===== src/sse_pkg.sv =====
package sse_pkg;

    localparam int VALUE_W = 32;

    // one element to load
    typedef struct packed {
        logic signed [VALUE_W-1:0] value;
        logic                      last_item;
    } t_in_item;

    // one sorted element
    typedef struct packed {
        logic signed [VALUE_W-1:0] value_res;
        logic                      last_out;
        logic                      overflow;
    } t_out_item;

endpackage


===== src/selection_sort_engine_core.sv =====
// Channel   Direction  Transfer when          Payload
// -------   ---------  ---------------------  -------------------------------
// item      in         start && !busy         i_item  (value, last_item)
// result    out        o_strobe (one cycle)   o_res   (value_res, last_out,
//                                                      overflow)
//
// Items load one per cycle while idle; an item not marked last leaves busy low.
// After the last item, each selection pass over position p reads the element
// at p, scans the rest with one compare per cycle, and writes back a swap
// when values differ, all through the single read port of the element RAM
// and one signed comparator. Results follow one per cycle after a RAM read.
// Reset clears the state, count, drop flag and strobe only; the RAM needs no clearing.
// The receiver cannot stall; results are never held back.
module selection_sort_engine_core #(
    parameter int DEPTH = 8
) (
    input  logic              i_clk,
    input  logic              i_rst_n,
    input  logic              start,
    output logic              busy,
    input  sse_pkg::t_in_item i_item,
    output logic              o_strobe,
    output sse_pkg::t_out_item o_res
);

    localparam int AW = $clog2(DEPTH);
    localparam int CW = $clog2(DEPTH + 1);
    localparam int VW = sse_pkg::VALUE_W;

    typedef enum logic [2:0] {
        S_IDLE,
        S_POS_RD,
        S_POS_LD,
        S_SCAN,
        S_SWAP_LO,
        S_SWAP_HI,
        S_OUT_RD,
        S_OUT
    } t_state;

    t_state r_state, n_state;
    logic [CW-1:0] r_count, n_count;
    logic          r_drop, n_drop;
    logic [AW-1:0] r_last, n_last;
    logic [AW-1:0] r_pos, n_pos;
    logic [AW-1:0] r_scan, n_scan;
    logic [AW-1:0] r_best, n_best;
    logic [AW-1:0] r_k, n_k;
    logic signed [VW-1:0] r_pos_val, n_pos_val;
    logic signed [VW-1:0] r_best_val, n_best_val;
    logic                 r_strobe, n_strobe;
    sse_pkg::t_out_item   r_res, n_res;

    // RAM port signals
    logic          w_we;
    logic [AW-1:0] w_waddr;
    logic [VW-1:0] w_wdata;
    logic [AW-1:0] w_raddr;
    logic [VW-1:0] w_rdata;

    logic          w_accept;
    logic [CW-1:0] w_cnt_after;
    logic          w_room;
    logic          w_pos_done;

    sse_ram #(
        .WIDTH(VW),
        .DEPTH(DEPTH)
    ) u_ram (
        .i_clk  (i_clk),
        .i_we   (w_we),
        .i_waddr(w_waddr),
        .i_wdata(w_wdata),
        .i_raddr(w_raddr),
        .o_rdata(w_rdata)
    );

    assign busy       = (r_state != S_IDLE);
    assign w_accept   = start && !busy;
    assign w_room     = (r_count < CW'(DEPTH));
    assign w_cnt_after = w_room ? (r_count + CW'(1)) : r_count;
    assign w_pos_done = ((r_pos + AW'(1)) == r_last);

    // Sequencer next-state and datapath control
    always_comb begin
        n_state    = r_state;
        n_count    = r_count;
        n_drop     = r_drop;
        n_last     = r_last;
        n_pos      = r_pos;
        n_scan     = r_scan;
        n_best     = r_best;
        n_k        = r_k;
        n_pos_val  = r_pos_val;
        n_best_val = r_best_val;
        n_strobe   = 1'b0;
        n_res      = r_res;
        w_we       = 1'b0;
        w_waddr    = r_count[AW-1:0];
        w_wdata    = i_item.value;
        w_raddr    = r_pos;

        unique case (r_state)
            S_IDLE: begin
                if (w_accept) begin
                    if (w_room) begin
                        w_we    = 1'b1;
                        n_count = w_cnt_after;
                    end else begin
                        n_drop = 1'b1;
                    end
                    if (i_item.last_item) begin
                        n_last = AW'(w_cnt_after - CW'(1));
                        n_pos  = '0;
                        n_k    = '0;
                        if (AW'(w_cnt_after - CW'(1)) == '0) begin
                            n_state = S_OUT_RD;
                        end else begin
                            n_state = S_POS_RD;
                        end
                    end
                end
            end
            // fetch the element at the current position
            S_POS_RD: begin
                w_raddr = r_pos;
                n_state = S_POS_LD;
            end
            // it becomes the running minimum; start the scan
            S_POS_LD: begin
                n_pos_val  = $signed(w_rdata);
                n_best_val = $signed(w_rdata);
                n_best     = r_pos;
                w_raddr    = r_pos + AW'(1);
                n_scan     = r_pos + AW'(1);
                n_state    = S_SCAN;
            end
            // one compare per cycle; strict less keeps the first tie
            S_SCAN: begin
                if ($signed(w_rdata) < r_best_val) begin
                    n_best_val = $signed(w_rdata);
                    n_best     = r_scan;
                end
                if (r_scan == r_last) begin
                    n_state = S_SWAP_LO;
                end else begin
                    w_raddr = r_scan + AW'(1);
                    n_scan  = r_scan + AW'(1);
                end
            end
            // minimum into position, skipped when values match
            S_SWAP_LO: begin
                if (r_best_val != r_pos_val) begin
                    w_we    = 1'b1;
                    w_waddr = r_pos;
                    w_wdata = r_best_val;
                    n_state = S_SWAP_HI;
                end else if (w_pos_done) begin
                    n_state = S_OUT_RD;
                end else begin
                    n_pos   = r_pos + AW'(1);
                    n_state = S_POS_RD;
                end
            end
            // old position value to where the minimum was
            S_SWAP_HI: begin
                w_we    = 1'b1;
                w_waddr = r_best;
                w_wdata = r_pos_val;
                if (w_pos_done) begin
                    n_state = S_OUT_RD;
                end else begin
                    n_pos   = r_pos + AW'(1);
                    n_state = S_POS_RD;
                end
            end
            S_OUT_RD: begin
                w_raddr = r_k;
                n_state = S_OUT;
            end
            // stream results, one per cycle
            S_OUT: begin
                n_strobe           = 1'b1;
                n_res.value_res    = $signed(w_rdata);
                n_res.last_out     = (r_k == r_last);
                n_res.overflow     = r_drop;
                if (r_k == r_last) begin
                    n_count = '0;
                    n_drop  = 1'b0;
                    n_state = S_IDLE;
                end else begin
                    w_raddr = r_k + AW'(1);
                    n_k     = r_k + AW'(1);
                end
            end
            default: begin
                n_state = S_IDLE;
            end
        endcase
    end

    // State and registered outputs
    always_ff @(posedge i_clk) begin
        if (!i_rst_n) begin
            r_state  <= S_IDLE;
            r_count  <= '0;
            r_drop   <= 1'b0;
            r_strobe <= 1'b0;
        end else begin
            r_state  <= n_state;
            r_count  <= n_count;
            r_drop   <= n_drop;
            r_strobe <= n_strobe;
        end
        r_last     <= n_last;
        r_pos      <= n_pos;
        r_scan     <= n_scan;
        r_best     <= n_best;
        r_k        <= n_k;
        r_pos_val  <= n_pos_val;
        r_best_val <= n_best_val;
        r_res      <= n_res;
    end

    assign o_strobe = r_strobe;
    assign o_res    = r_res;

endmodule


===== src/sse_ram.sv =====
// Simple dual-port RAM: one write port, one read port, registered read
module sse_ram #(
    parameter int WIDTH = 32,
    parameter int DEPTH = 8
) (
    input  logic                     i_clk,
    input  logic                     i_we,
    input  logic [$clog2(DEPTH)-1:0] i_waddr,
    input  logic [WIDTH-1:0]         i_wdata,
    input  logic [$clog2(DEPTH)-1:0] i_raddr,
    output logic [WIDTH-1:0]         o_rdata
);

    logic [WIDTH-1:0] r_mem [DEPTH];
    logic [WIDTH-1:0] r_rdata;

    always_ff @(posedge i_clk) begin
        if (i_we) begin
            r_mem[i_waddr] <= i_wdata;
        end
        r_rdata <= r_mem[i_raddr];
    end

    assign o_rdata = r_rdata;

endmodule


===== config.mk =====
export PLATFORM = sky130hd
export DESIGN_NAME = selection_sort_engine_core
export DESIGN_NICKNAME = d
export VERILOG_FILES = /design/src/sse_pkg.sv /design/src/selection_sort_engine_core.sv /design/src/sse_ram.sv
export SDC_FILE = /design/constraint.sdc
export NUM_CORES = 1
export LEC_CHECK = 0
export ABC_AREA = 1
export BUFFER_PORTS_ARGS = -buffer_cell sky130_fd_sc_hd__buf_2
export CAP_MARGIN = 20
export CORE_MARGIN = 2
export CORE_UTILIZATION = 30
export DETAILED_ROUTE_END_ITERATION = 10
export PLACE_DENSITY_LB_ADDON = 0.12
export SLEW_MARGIN = 25
export SYNTH_ARGS = -nofsm -noshare
export SYNTH_HDL_FRONTEND = slang
export SYNTH_HIERARCHICAL = 1
export SYNTH_SLANG_ARGS = --single-unit
export TNS_END_PERCENT = 100

===== constraint.sdc =====
create_clock -name i_clk -period 8.3 [get_ports i_clk]
set_input_delay 0.415 -clock i_clk [delete_from_list [all_inputs] [get_ports i_clk]]
set_output_delay 0.415 -clock i_clk [all_outputs]
set_load 0.005 [all_outputs]

==> flow_metrics.env, run 1 <==
export IMPL_status="complete, no violations"
export IMPL_finish_instance_area_mm2=0.02101
export IMPL_antenna_left=0
export IMPL_vias_per_cell=4.415
export IMPL_ctsResizeCount=0
export IMPL_netlist_instances=1827
export IMPL_pin_count=72
export IMPL_syn_cell_area_mm2=0.01825
export IMPL_r2r_slack_ns=4.26
export IMPL_die_width_um=250.6
export IMPL_synth_edf_count=369
export IMPL_synth_cell_types=39
export IMPL_grt_first_pass_wirelength_mm=78.64
export IMPL_power_internal_mw=5.207
export IMPL_die_area_mm2=0.06282
export IMPL_cts_buffers=48
export IMPL_hold_buffers=0
export IMPL_worst_setup_path_start_kind="flop"
export IMPL_vias=12053
export IMPL_crit_fanout=80
export IMPL_path_class="reg2reg"
export IMPL_switching_power_mw=3.696
export IMPL_avgSynthCellArea_um2=9.988
export IMPL_multi_input_area_mm2=0.004733
export IMPL_finalWirelength_mm=52.20
export IMPL_start_util_pct=30.29
export IMPL_io_buffers=71
export IMPL_yosysTopAreaCell="edfxtp_1"
export IMPL_dp_cells=2641
export IMPL_cts_sinks=410
export IMPL_reg2reg_depth=14
export IMPL_yosysWarnings=6
export IMPL_period_share_pct=48.62
export IMPL_dr_pass1_iters=5
export IMPL_rows=90
export IMPL_fin_cells=2730
export IMPL_clkPwrFrac_pct=23.3
export IMPL_grt_max_degree=82
export IMPL_track_usage_pct=16.96
export IMPL_clk_pin_slew_ns=0.06
export IMPL_areaGrowthSynthToFinish_pct=15.10
export IMPL_irDropWorstVdd_uv=220.4
export IMPL_worst_clock_skew_ns=0.02239
export IMPL_fillerInstances=6043
export IMPL_maxSlewViolCount=0
export IMPL_grt_overflow=0
export IMPL_tightest_slew_ns=1.006
export IMPL_leakagePower_nw=9.203
export IMPL_routabilityCongestion=0.7958
export IMPL_synthArstFlopShare_pct=0
export IMPL_htreeDepth=2
export IMPL_synth_top_area_share_pct=60.72
export IMPL_drc=0
export IMPL_dp_slack_ns=4.254
export IMPL_share_seq_of_total_power_pct=37.6
export IMPL_hold_path_class="in2reg"
export IMPL_finalCriticalPeriod_ns=4.035
export IMPL_drive_gt1_share_pct=10.27
export IMPL_crit_required_ns=8.83
export IMPL_cts_root_buf="clkbuf_16"
export IMPL_finalHoldViolCount=0
export IMPL_clockBufferDepth=3
export IMPL_wl_per_cell_um=19.12
export IMPL_postLayoutCoreUtil_pct=34.87
export IMPL_regArea_mm2=0.01190
export IMPL_drt_initial_drc_count=827
export IMPL_place_area_mm2=0.01945
export IMPL_powerDensity_mw_per_mm2=423.8
export IMPL_hold_depth=3
export IMPL_endpoint_kind="flop"
export IMPL_ys_ff_latch=410
export IMPL_design_core_area_mm2=0.06025
export IMPL_netlist_top_cells_area="edfxtp_1 61%, nand2_1 13%, inv_1 6.9%"
export IMPL_timing_rr_start="r_state[2]$_SDFFE_PN0P_"
export IMPL_synthFlopType="edfxtp_1"
export IMPL_antenna_found_initial=0
export IMPL_cts_tree="built"
export IMPL_max_freq_ghz=0.2478
export IMPL_switching_share_pct=41.52
export IMPL_min_to="r_count[0]$_SDFFE_PN0P_"
export IMPL_antenna_cells=0
export IMPL_nets=1982
export IMPL_tns_ns=0
export IMPL_dp_hpwl_mm=31.82
export IMPL_rsz0062_at_grt="false"
export IMPL_seq_area_frac_synth_pct=65.22
export IMPL_syn_nets=1900
export IMPL_die_h_um=250.6
export IMPL_comb_power_share_pct=39.0
export IMPL_setup_viol=0
export IMPL_worstHoldStart="i_rst_n"
export IMPL_clk_insertion_delay_late_ns=0.59
export IMPL_finalWorstSetupSlack_ns=4.265
export IMPL_cts_setup_buffers=0
export IMPL_cap_violations=0
export IMPL_arrival_ns=4.56
export IMPL_relSlewSlack_pct=32.92
export IMPL_r2r_end="u_ram/o_rdata[25]$_DFF_P_"
export IMPL_grt_pass1_vias=12018
==> through the flow <==
stage / power, mW / hold WS [ns]
2_1_floorplan: 5.683 / 0.4082
5_1_grt: 9.587 / 0.1407
3_5_place_dp: 6.936 / 0.4234
4_1_cts: 9.065 / 0.1092
3_3_place_gp: 6.941 / 0.4220
6_report: 8.903 / 0.1540
==> critical path: stages, from the launching register on <==
cell and delay [ns]:
dfxtp_1 0.34, inv_1 0.23, nand3_1 0.24, inv_1 0.34, nand2_1 0.19, or2_2 0.34
o2111ai_4 0.10, buf_4 0.55, inv_4 0.41, buf_4 0.51, nand2_1 0.17, nand3_1 0.13
nand2_1 0.13, nand2_1 0.05, nand2_1 0.07
==> Yosys cell counts, types with 6 or more instances <==
library cell,instances
nand4_1,12
buf_2,22
o21ai_0,15
buf_6,14
buf_1,6
xnor2_1,25
dfxtp_1,41
nand3_1,174
nand2_1,644
a21oi_1,21
inv_2,14
nor2_1,44
clkbuf_1,10
edfxtp_1,369
buf_4,8
inv_1,337
ha_1,37
==> sequential cells by signal, indices dropped and copies added, names as in the netlist <==
signal / flops
r_count: 4
o_res: 34
r_pos: 3
r_state: 3
r_pos_val: 32
r_best_val: 32
r_best: 3
o_strobe: 1
u_ram/o_rdata: 32
r_k: 3
r_scan: 3
r_drop: 1
u_ram/r_mem: 256
r_last: 3
==> worst max path at each step <==
stage | to | cells after the start | from | slack [ns]
final | u_ram/o_rdata[25]$_DFF_P_ | 14 | r_state[2]$_SDFFE_PN0P_ | 4.26
after global routing | u_ram/o_rdata[25]$_DFF_P_ | 14 | r_state[2]$_SDFFE_PN0P_ | 3.91
after CTS | u_ram/o_rdata[25]$_DFF_P_ | 14 | r_state[2]$_SDFFE_PN0P_ | 4.23
after detailed placement | u_ram/o_rdata[25]$_DFF_P_ | 14 | r_state[2]$_SDFFE_PN0P_ | 4.25
after global placement | u_ram/o_rdata[25]$_DFF_P_ | 14 | r_state[2]$_SDFFE_PN0P_ | 4.18
after floorplan | r_best[0]$_DFFE_PP_ | 4 | r_state[1]$_SDFFE_PN0P_ | 4.83
==> per-layer routing <==
| layer | up-vias | global-route usage [%] | wire [µm] |
|---|---|---|---|
| met5 | - | 0 | 0 |
| met4 | 0 | 4.910 | 1065 |
| met1 | 5792 | 23.75 | 25190 |
| met3 | 69 | 2.224 | 1822 |
| li1 | 5981 | - | - |
| met2 | 211 | 27.48 | 24120 |
==> cells by family (layout without fill, tap and decap cells) <==
| logic type | Yosys count | count (layout) | share of synthesized area, % |
|---|---|---|---|
| AO/OA/AOI/OAI | 52 | 52 | 1.714 |
| multiplexers | 1 | 1 | 0.05485 |
| flip-flops | 410 | 410 | 65.22 |
| AND/OR/NAND/NOR | 888 | 888 | 19.81 |
| buffers and inverters | 412 | 533 | 9.366 |
| XOR/XNOR | 27 | 27 | 1.296 |
| adder cells (fa/ha/maj) | 37 | 37 | 2.537 |
==> power by group through the flow <==
stage / clock network, mW / registers, mW / logic (mW)
after CTS: 2.15 / 3.36 / 3.56
after detailed placement: 0 / 3.40 / 3.54
after global placement: 0 / 3.39 / 3.55
after floorplan: 0 / 3.27 / 2.42
final: 2.08 / 3.35 / 3.48
after global routing: 2.23 / 3.40 / 3.96
==> layout by cell type (no fill, tap or decap), types with 15 or more instances in the layout <==
cell,Yosys,final
xnor2_1,25,25
buf_4,8,20
nand3_1,174,174
dfxtp_1,41,41
nor2_1,44,35
nand2_1,644,642
clkbuf_16,0,50
buf_2,22,71
a21oi_1,21,21
inv_1,337,337
ha_1,37,37
edfxtp_1,369,369
o21ai_0,15,15
==> cell type report <==
type	instances	share of cell area [%]
Sequential cell	410	56.66
Multi-Input combinational cell	1005	22.53
Clock buffer	66	6.433
Inverter	352	6.308
Tap cell	782	4.658
Timing Repair Buffer	92	2.460
Clock inverter	23	0.9471
Note: power is estimated with default switching activity, not from simulation.
==> run 2: changes to the inputs <==
--- a/config.mk
+++ b/config.mk
@@ -5,7 +5,7 @@
 export SDC_FILE = /design/constraint.sdc
 export NUM_CORES = 1
 export LEC_CHECK = 0
-export ABC_AREA = 1
+export ABC_AREA = 0
 export BUFFER_PORTS_ARGS = -buffer_cell sky130_fd_sc_hd__buf_2
 export CAP_MARGIN = 20
 export CORE_MARGIN = 2
==> constraint.sdc (replaced) <==
create_clock -name i_clk -period 3.7 [get_ports i_clk]
set_input_delay 0.185 -clock i_clk [delete_from_list [all_inputs] [get_ports i_clk]]
set_output_delay 0.185 -clock i_clk [all_outputs]
set_load 0.005 [all_outputs]
==> run 2 against run 1 <==
Effect of this change: clock skew grew 0.0055 ns; non-clock buffer count increased by 18; core utilization grew 1.1 points; synthesized cell count is 50% lower; wire length down 18%; global-route usage shrank 1.8 points; clock-buffer cell count up 2; clock power grew 120%; critical endpoint is now u_ram/r_mem[7][13]$_DFFE_PP_; critical path depth shrank 3; hold slack got worse by 0.11 ns; largest cell class unchanged; final area shrank 5.7%.
==> flow_metrics.env, run 2 <==
export IMPL_status="complete, no violations"
export IMPL_postLayoutCoreUtil_pct=36.01
export IMPL_worst_setup_path_start_kind="flop"
export IMPL_antenna_cells=0
export IMPL_drive_gt1_share_pct=23.74
export IMPL_finalWorstSetupSlack_ns=0.3556
export IMPL_areaGrowthSynthToFinish_pct=18.93
export IMPL_largest_reg_flops=256
export IMPL_leakagePower_nw=7.012
export IMPL_ctsResizeCount=0
export IMPL_finish_instance_area_mm2=0.01980
export IMPL_drt_initial_drc_count=584
export IMPL_cts_root_buf="clkbuf_16"
export IMPL_whs_ns=0.04522
export IMPL_dp_hpwl_mm=26.87
export IMPL_finalHoldViolCount=0
export IMPL_fin_cells=1818
export IMPL_pin_count=72
export IMPL_io_buffers=71
export IMPL_dp_cells=1729
export IMPL_rsz0062_at_grt="false"
export IMPL_synthFlopType="edfxtp_1"
export IMPL_regMostFlops="u_ram/r_mem"
export IMPL_hold_path_class="in2reg"
export IMPL_cts_sinks=410
export IMPL_crit_required_ns=3.91
export IMPL_routabilityCongestion=0.7535
export IMPL_path_class="reg2reg"
export IMPL_worst_clock_skew_ns=0.02794
export IMPL_track_usage_pct=15.18
export IMPL_dr_pass1_iters=4
export IMPL_synthArstFlopShare_pct=0
export IMPL_design_core_area_mm2=0.05499
export IMPL_die_area_mm2=0.05739
export IMPL_yosysTopAreaCell="edfxtp_1"
export IMPL_netlist_top_cells_area="edfxtp_1 67%, mux4_1 6.3%, dfxtp_1 4.9%"
export IMPL_cap_violations=0
export IMPL_clockBufferDepth=3
export IMPL_cp_startpoint="r_best_val[25]$_DFFE_PP_"
export IMPL_vias=8566
export IMPL_worstHoldStart="i_item[0]"
export IMPL_grt_pass1_vias=8823
export IMPL_netlist_instances=909
export IMPL_crit_path_end="u_ram/r_mem[7][13]$_DFFE_PP_"
export IMPL_clk_insertion_delay_late_ns=0.59
export IMPL_wl_per_cell_um=23.48
export IMPL_antenna_found_initial=0
export IMPL_maxSlewViolCount=0
export IMPL_r2r_slack_ns=0.36
export IMPL_dp_slack_ns=0.3487
export IMPL_relSlewSlack_pct=50.57
export IMPL_timing_rr_start="r_best_val[25]$_DFFE_PP_"
export IMPL_crit_fanout=22
export IMPL_final_cell_mix="369 x edfxtp_1, 71 x buf_2, 49 x clkbuf_16"
export IMPL_vias_per_cell=4.712
export IMPL_synth_edf_count=369
export IMPL_grtUsageMet3_pct=2.754
export IMPL_use_met1_pct=21.55
export IMPL_irDropWorstVdd_uv=387.1
export IMPL_max_freq_ghz=0.2990
export IMPL_grt_overflow=0
export IMPL_nets=1105
export IMPL_grt_max_degree=65
export IMPL_synth_most_common_cell="edfxtp_1"
export IMPL_setup_viol=0
export IMPL_powerDensity_mw_per_mm2=863.3
export IMPL_synthTopCellsByCount="369 x edfxtp_1, 42 x xnor2_1, 41 x dfxtp_1"
export IMPL_r2r_end="u_ram/r_mem[7][13]$_DFFE_PP_"
export IMPL_finalWirelength_mm=42.68
export IMPL_cts_tree="built"
export IMPL_start_util_pct=30.27
export IMPL_period_share_pct=90.39
export IMPL_ys_ff_latch=410
export IMPL_grtUsageMet2_pct=24.26
export IMPL_yosysWarnings=6
export IMPL_arrival_ns=3.55
export IMPL_grt_first_pass_wirelength_mm=62.09
export IMPL_synth_top_area_share_pct=66.57
export IMPL_synth_cell_types=52
export IMPL_place_area_mm2=0.01827
export IMPL_antenna_left=0
export IMPL_cts_buffers=47
export IMPL_rows=86
export IMPL_die_h_um=239.6
export IMPL_clk_pin_slew_ns=0.06
export IMPL_drc=0
export IMPL_die_width_um=239.6
export IMPL_htreeDepth=2
export IMPL_endpoint_kind="flop"
export IMPL_syn_cell_area_mm2=0.01665
export IMPL_reg2reg_depth=11
export IMPL_top_usage_layer="met2"
export IMPL_syn_nets=982
export IMPL_tightest_slew_ns=0.7390
export IMPL_seq_area_frac_synth_pct=71.50
export IMPL_avgSynthCellArea_um2=18.31
export IMPL_final_common_cell="edfxtp_1"
export IMPL_finalCriticalPeriod_ns=3.344
-- run 2: changes by cell type after synthesis, moves of 8 or more --
cell / delta
mux2_2: +33
mux4_2: +24
buf_4: -8
buf_2: -15
xnor2_1: +17
nand3_1: -162
mux4_1: +40
nor2_1: -22
a22o_1: +34
inv_2: -14
inv_1: -297
a21o_1: +37
nand2_1: -609
-- run 2: area by class of cell --
cell class / count / area [µm²]
inverter: 40 / 150.1
timing repair buffer: 110 / 803.3
tap: 748 / 935.9
sequential: 410 / 11900
clock buffer: 68 / 1348
clock inverter: 19 / 162.7
fill: 5174 / 35190
multi-input combinational: 423 / 4497
-- run 2: how the worst min path moves through the flow --
stage	to	slack, ns	cells after the start
CTS	u_ram/r_mem[2][22]$_DFFE_PP_	0.01	2
floorplan	r_drop$_SDFFE_PN0P_	0.30	2
global route	r_count[1]$_SDFFE_PN0P_	0.04	4
detailed placement	o_res[0]$_DFFE_PP_	0.43	0
global placement	o_res[0]$_DFFE_PP_	0.44	0
finish	r_state[1]$_SDFFE_PN0P_	0.05	5
-- run 2: kinds of logic (layout without fill, tap and decap cells) --
logic type	after synthesis	after routing	share of synthesized area (%)
AOI/OAI and AO/OA	121	121	5.495
adders and majority gates	37	37	2.781
and+or+nand+nor	116	116	3.443
muxes	99	99	11.91
DFF	410	410	71.50
buffers and inverters	76	237	2.195
xor gates and xnor gates	50	50	2.676
-- run 2: worst max-delay path, stage by stage (launching register included) --
cell      delay (ns)
edfxtp_1        0.42
xnor2_1         0.23
nand4_1         0.16
nor4_1          0.07
buf_4           0.14
a211oi_4        0.64
nor2_4          0.07
buf_4           0.24
nand2_1         0.11
nand2_1         0.25
nor2_4          0.19
buf_4           0.43
-- run 2: power breakdown --
group | total (mW) | switching (mW) | internal [mW] | leakage, nW
combinational | 5.32 | 3.03 | 2.30 | 2.57
sequential | 7.24 | 0.605 | 6.64 | 3.70
clock | 4.52 | 1.85 | 2.67 | 0.740
total | 17.1 | 5.48 | 11.6 | 7.01
-- run 2: metrics by stage --
stage	total power [mW]	setup TNS (ns)
6_report	17.09	0
5_1_grt	18.07	0
4_1_cts	17.42	0
3_5_place_dp	12.82	0
3_3_place_gp	12.81	0
2_1_floorplan	10.68	-35.19
-- run 2: metal layers --
metal / part of all wire (%) / wire length (µm) / vias to the layer above
met3: 3.7 / 1572 / 52
li1: - / - / 3893
met2: 47 / 20130 / 157
met1: 48 / 20310 / 4464
met5: 0 / 0 / -
met4: 1.6 / 668 / 0
-- run 2: repair_timing --
action / CTS / global route
endpoints found under the setup margin: 0 / 0
buffers inserted: 0 / 0
hold buffers: 2 / 0
endpoints found under the hold margin: 9 / 0
==> run 3: changes to the inputs <==
--- a/config.mk
+++ b/config.mk
@@ -5,7 +5,7 @@
 export SDC_FILE = /design/constraint.sdc
 export NUM_CORES = 1
 export LEC_CHECK = 0
-export ABC_AREA = 0
+export ABC_AREA = 1
 export BUFFER_PORTS_ARGS = -buffer_cell sky130_fd_sc_hd__buf_2
 export CAP_MARGIN = 20
 export CORE_MARGIN = 2
==> run 3 against run 2 <==
Effect of this change: worst setup slack better by 0.31 ns; flip-flop and latch count unchanged; combinational power increased by 45%; critical path depth up 1; clock-buffer cell count is 5 higher; hold slack better by 0.054 ns; clock skew shrank 0.0025 ns; sequential power up 4.7%; sequential share of layout area down 3.9 points; core utilization down 0.84 points; first-iteration DRC count grew 13%; global-route usage rose by 0.81 points; largest cell class unchanged.
==> flow_metrics.env, run 3 (synthesis results as in run 1) <==
export IMPL_irDropWorstVdd_uv=649.1
export IMPL_powerDensity_mw_per_mm2=944.8
export IMPL_antenna_cells=0
export IMPL_grt_overflow=0
export IMPL_arrival_ns=3.24
export IMPL_finish_instance_area_mm2=0.02118
export IMPL_final_common_cell="nand2_1"
export IMPL_finalCriticalPeriod_ns=3.031
export IMPL_fillerInstances=6044
export IMPL_reg2reg_depth=12
export IMPL_antenna_found_initial=0
export IMPL_maxSlewViolCount=0
export IMPL_clk_pin_slew_ns=0.06
export IMPL_io_buffers=71
export IMPL_drc=0
export IMPL_die_width_um=250.6
export IMPL_routabilityCongestion=0.8146
export IMPL_cts_buffers=46
export IMPL_dp_slack_ns=0.6734
export IMPL_cts_root_buf="clkbuf_16"
export IMPL_rsz0062_at_grt="false"
export IMPL_dr_pass1_iters=5
export IMPL_grt_max_degree=89
export IMPL_htreeDepth=2
export IMPL_setup_viol=0
export IMPL_finalWirelength_mm=50.11
export IMPL_tns_ns=0
export IMPL_start_util_pct=30.29
export IMPL_vias=12064
export IMPL_hold_path_class="in2reg"
export IMPL_die_area_mm2=0.06282
export IMPL_path_class="reg2reg"
export IMPL_crit_fanout=19
export IMPL_cp_startpoint="r_best_val[24]$_DFFE_PP_"
export IMPL_worstHoldStart="i_item[0]"
export IMPL_grt_pass1_vias=11612
export IMPL_crit_required_ns=3.91
export IMPL_drive_gt1_share_pct=10.56
export IMPL_wl_per_cell_um=18.27
export IMPL_status="complete, no violations"
export IMPL_grt_first_pass_wirelength_mm=74.71
export IMPL_finalWorstSetupSlack_ns=0.6686
export IMPL_cap_violations=0
export IMPL_relSlewSlack_pct=43.95
export IMPL_period_share_pct=81.93
export IMPL_clk_insertion_delay_late_ns=0.59
export IMPL_finalHoldViolCount=0
export IMPL_antenna_left=0
export IMPL_clockBufferDepth=3
export IMPL_vias_per_cell=4.400
export IMPL_track_usage_pct=15.99
export IMPL_nets=1996
export IMPL_rows=90
export IMPL_die_h_um=250.6
export IMPL_tightest_slew_ns=0.8407
export IMPL_endpoint_kind="flop"
export IMPL_pin_count=72
export IMPL_dp_hpwl_mm=31.41
export IMPL_max_freq_ghz=0.3299
export IMPL_worst_clock_skew_ns=0.02547
export IMPL_hold_depth=3
export IMPL_leakagePower_nw=9.295
export IMPL_final_cell_mix="642 x nand2_1, 369 x edfxtp_1, 337 x inv_1"
export IMPL_cts_tree="built"
export IMPL_worst_setup_path_start_kind="flop"
export IMPL_design_core_area_mm2=0.06025
export IMPL_cts_sinks=410
export IMPL_drt_initial_drc_count=658
export IMPL_areaGrowthSynthToFinish_pct=16.08
export IMPL_regMostFlops="u_ram/r_mem"
export IMPL_largest_reg_flops=256
export IMPL_place_area_mm2=0.01961
export IMPL_timing_rr_start="r_best_val[24]$_DFFE_PP_"
run 3: cell count changes in the layout (fill, tap and decap cells not counted), moves of 12 or more:
cell and change:
a21o_1 -37, inv_1 +298, nand3_1 +162, nor2_1 +22, xnor2_1 -17, nand2_1 +608, inv_2 +12, a22o_1 -34
mux4_1 -40, mux2_2 -33, mux4_2 -24
run 3: worst max-delay path, stage by stage, from the launching register on:
cell      delay (ns)
edfxtp_1        0.46
xnor2_1         0.25
nand2_1         0.10
nor2_1          0.09
nand2_1         0.05
nor2_1          0.28
nand2_2         0.13
o21ai_4         0.20
nand2_1         0.08
nand3_1         0.11
nand2_1         0.27
nor2_4          0.17
buf_4           0.45
run 3: through the flow:
step / total power, mW / hold slack [ns] / utilization (%) / std cells
finish: 20.01 / 0.09961 / 35.16 / 2742
global route: 21.49 / 0.1203 / 35.16 / 2742
CTS: 20.34 / 0.07160 / 35.15 / 2742
detailed placement: 15.54 / 0.4309 / 32.54 / 2655
global placement: 15.51 / 0.4262 / 32.54 / 2655
floorplan: 12.75 / 0.3234 / - / 1827
run 3: final timing paths:
check	slack, ns	endpoint
worst min-delay path	0.1	r_last[2]$_DFFE_PP_
worst min register to register	0.44	o_res[0]$_DFFE_PP_
worst max-delay path	0.67	u_ram/r_mem[7][18]$_DFFE_PP_
worst max register to register	0.67	u_ram/r_mem[7][18]$_DFFE_PP_
run 3: where the power goes:
part | switching, mW | internal (mW) | total [mW]
clock | 1.86 | 2.86 | 4.72
combinational | 5.49 | 2.22 | 7.72
sequential | 0.734 | 6.84 | 7.58
total | 8.09 | 11.9 | 20.0
run 3: cell type report:
cell class / count / area, µm² / area share, %
Sequential cell: 410 / 11900 / 56.18
Multi-Input combinational cell: 1005 / 4733 / 22.34
Clock buffer: 73 / 1354 / 6.391
Inverter: 352 / 1324 / 6.249
Timing Repair Buffer: 108 / 691.9 / 3.266
Tap cell: 782 / 978.4 / 4.619
Clock inverter: 12 / 200.2 / 0.9451
run 3: metal layers:
metal / part of all wire [%] / GRT usage [%]
met5: 0 / 0
met4: 2.1 / 4.140
met3: 4.2 / 2.795
met2: 45 / 25.63
met1: 48 / 22.38
run 3: timing repair:
action,4_1_cts,5_1_grt
hold buffers,2,0
endpoints found under the hold margin,8,0
buffers inserted,0,0
resized for setup,0,0
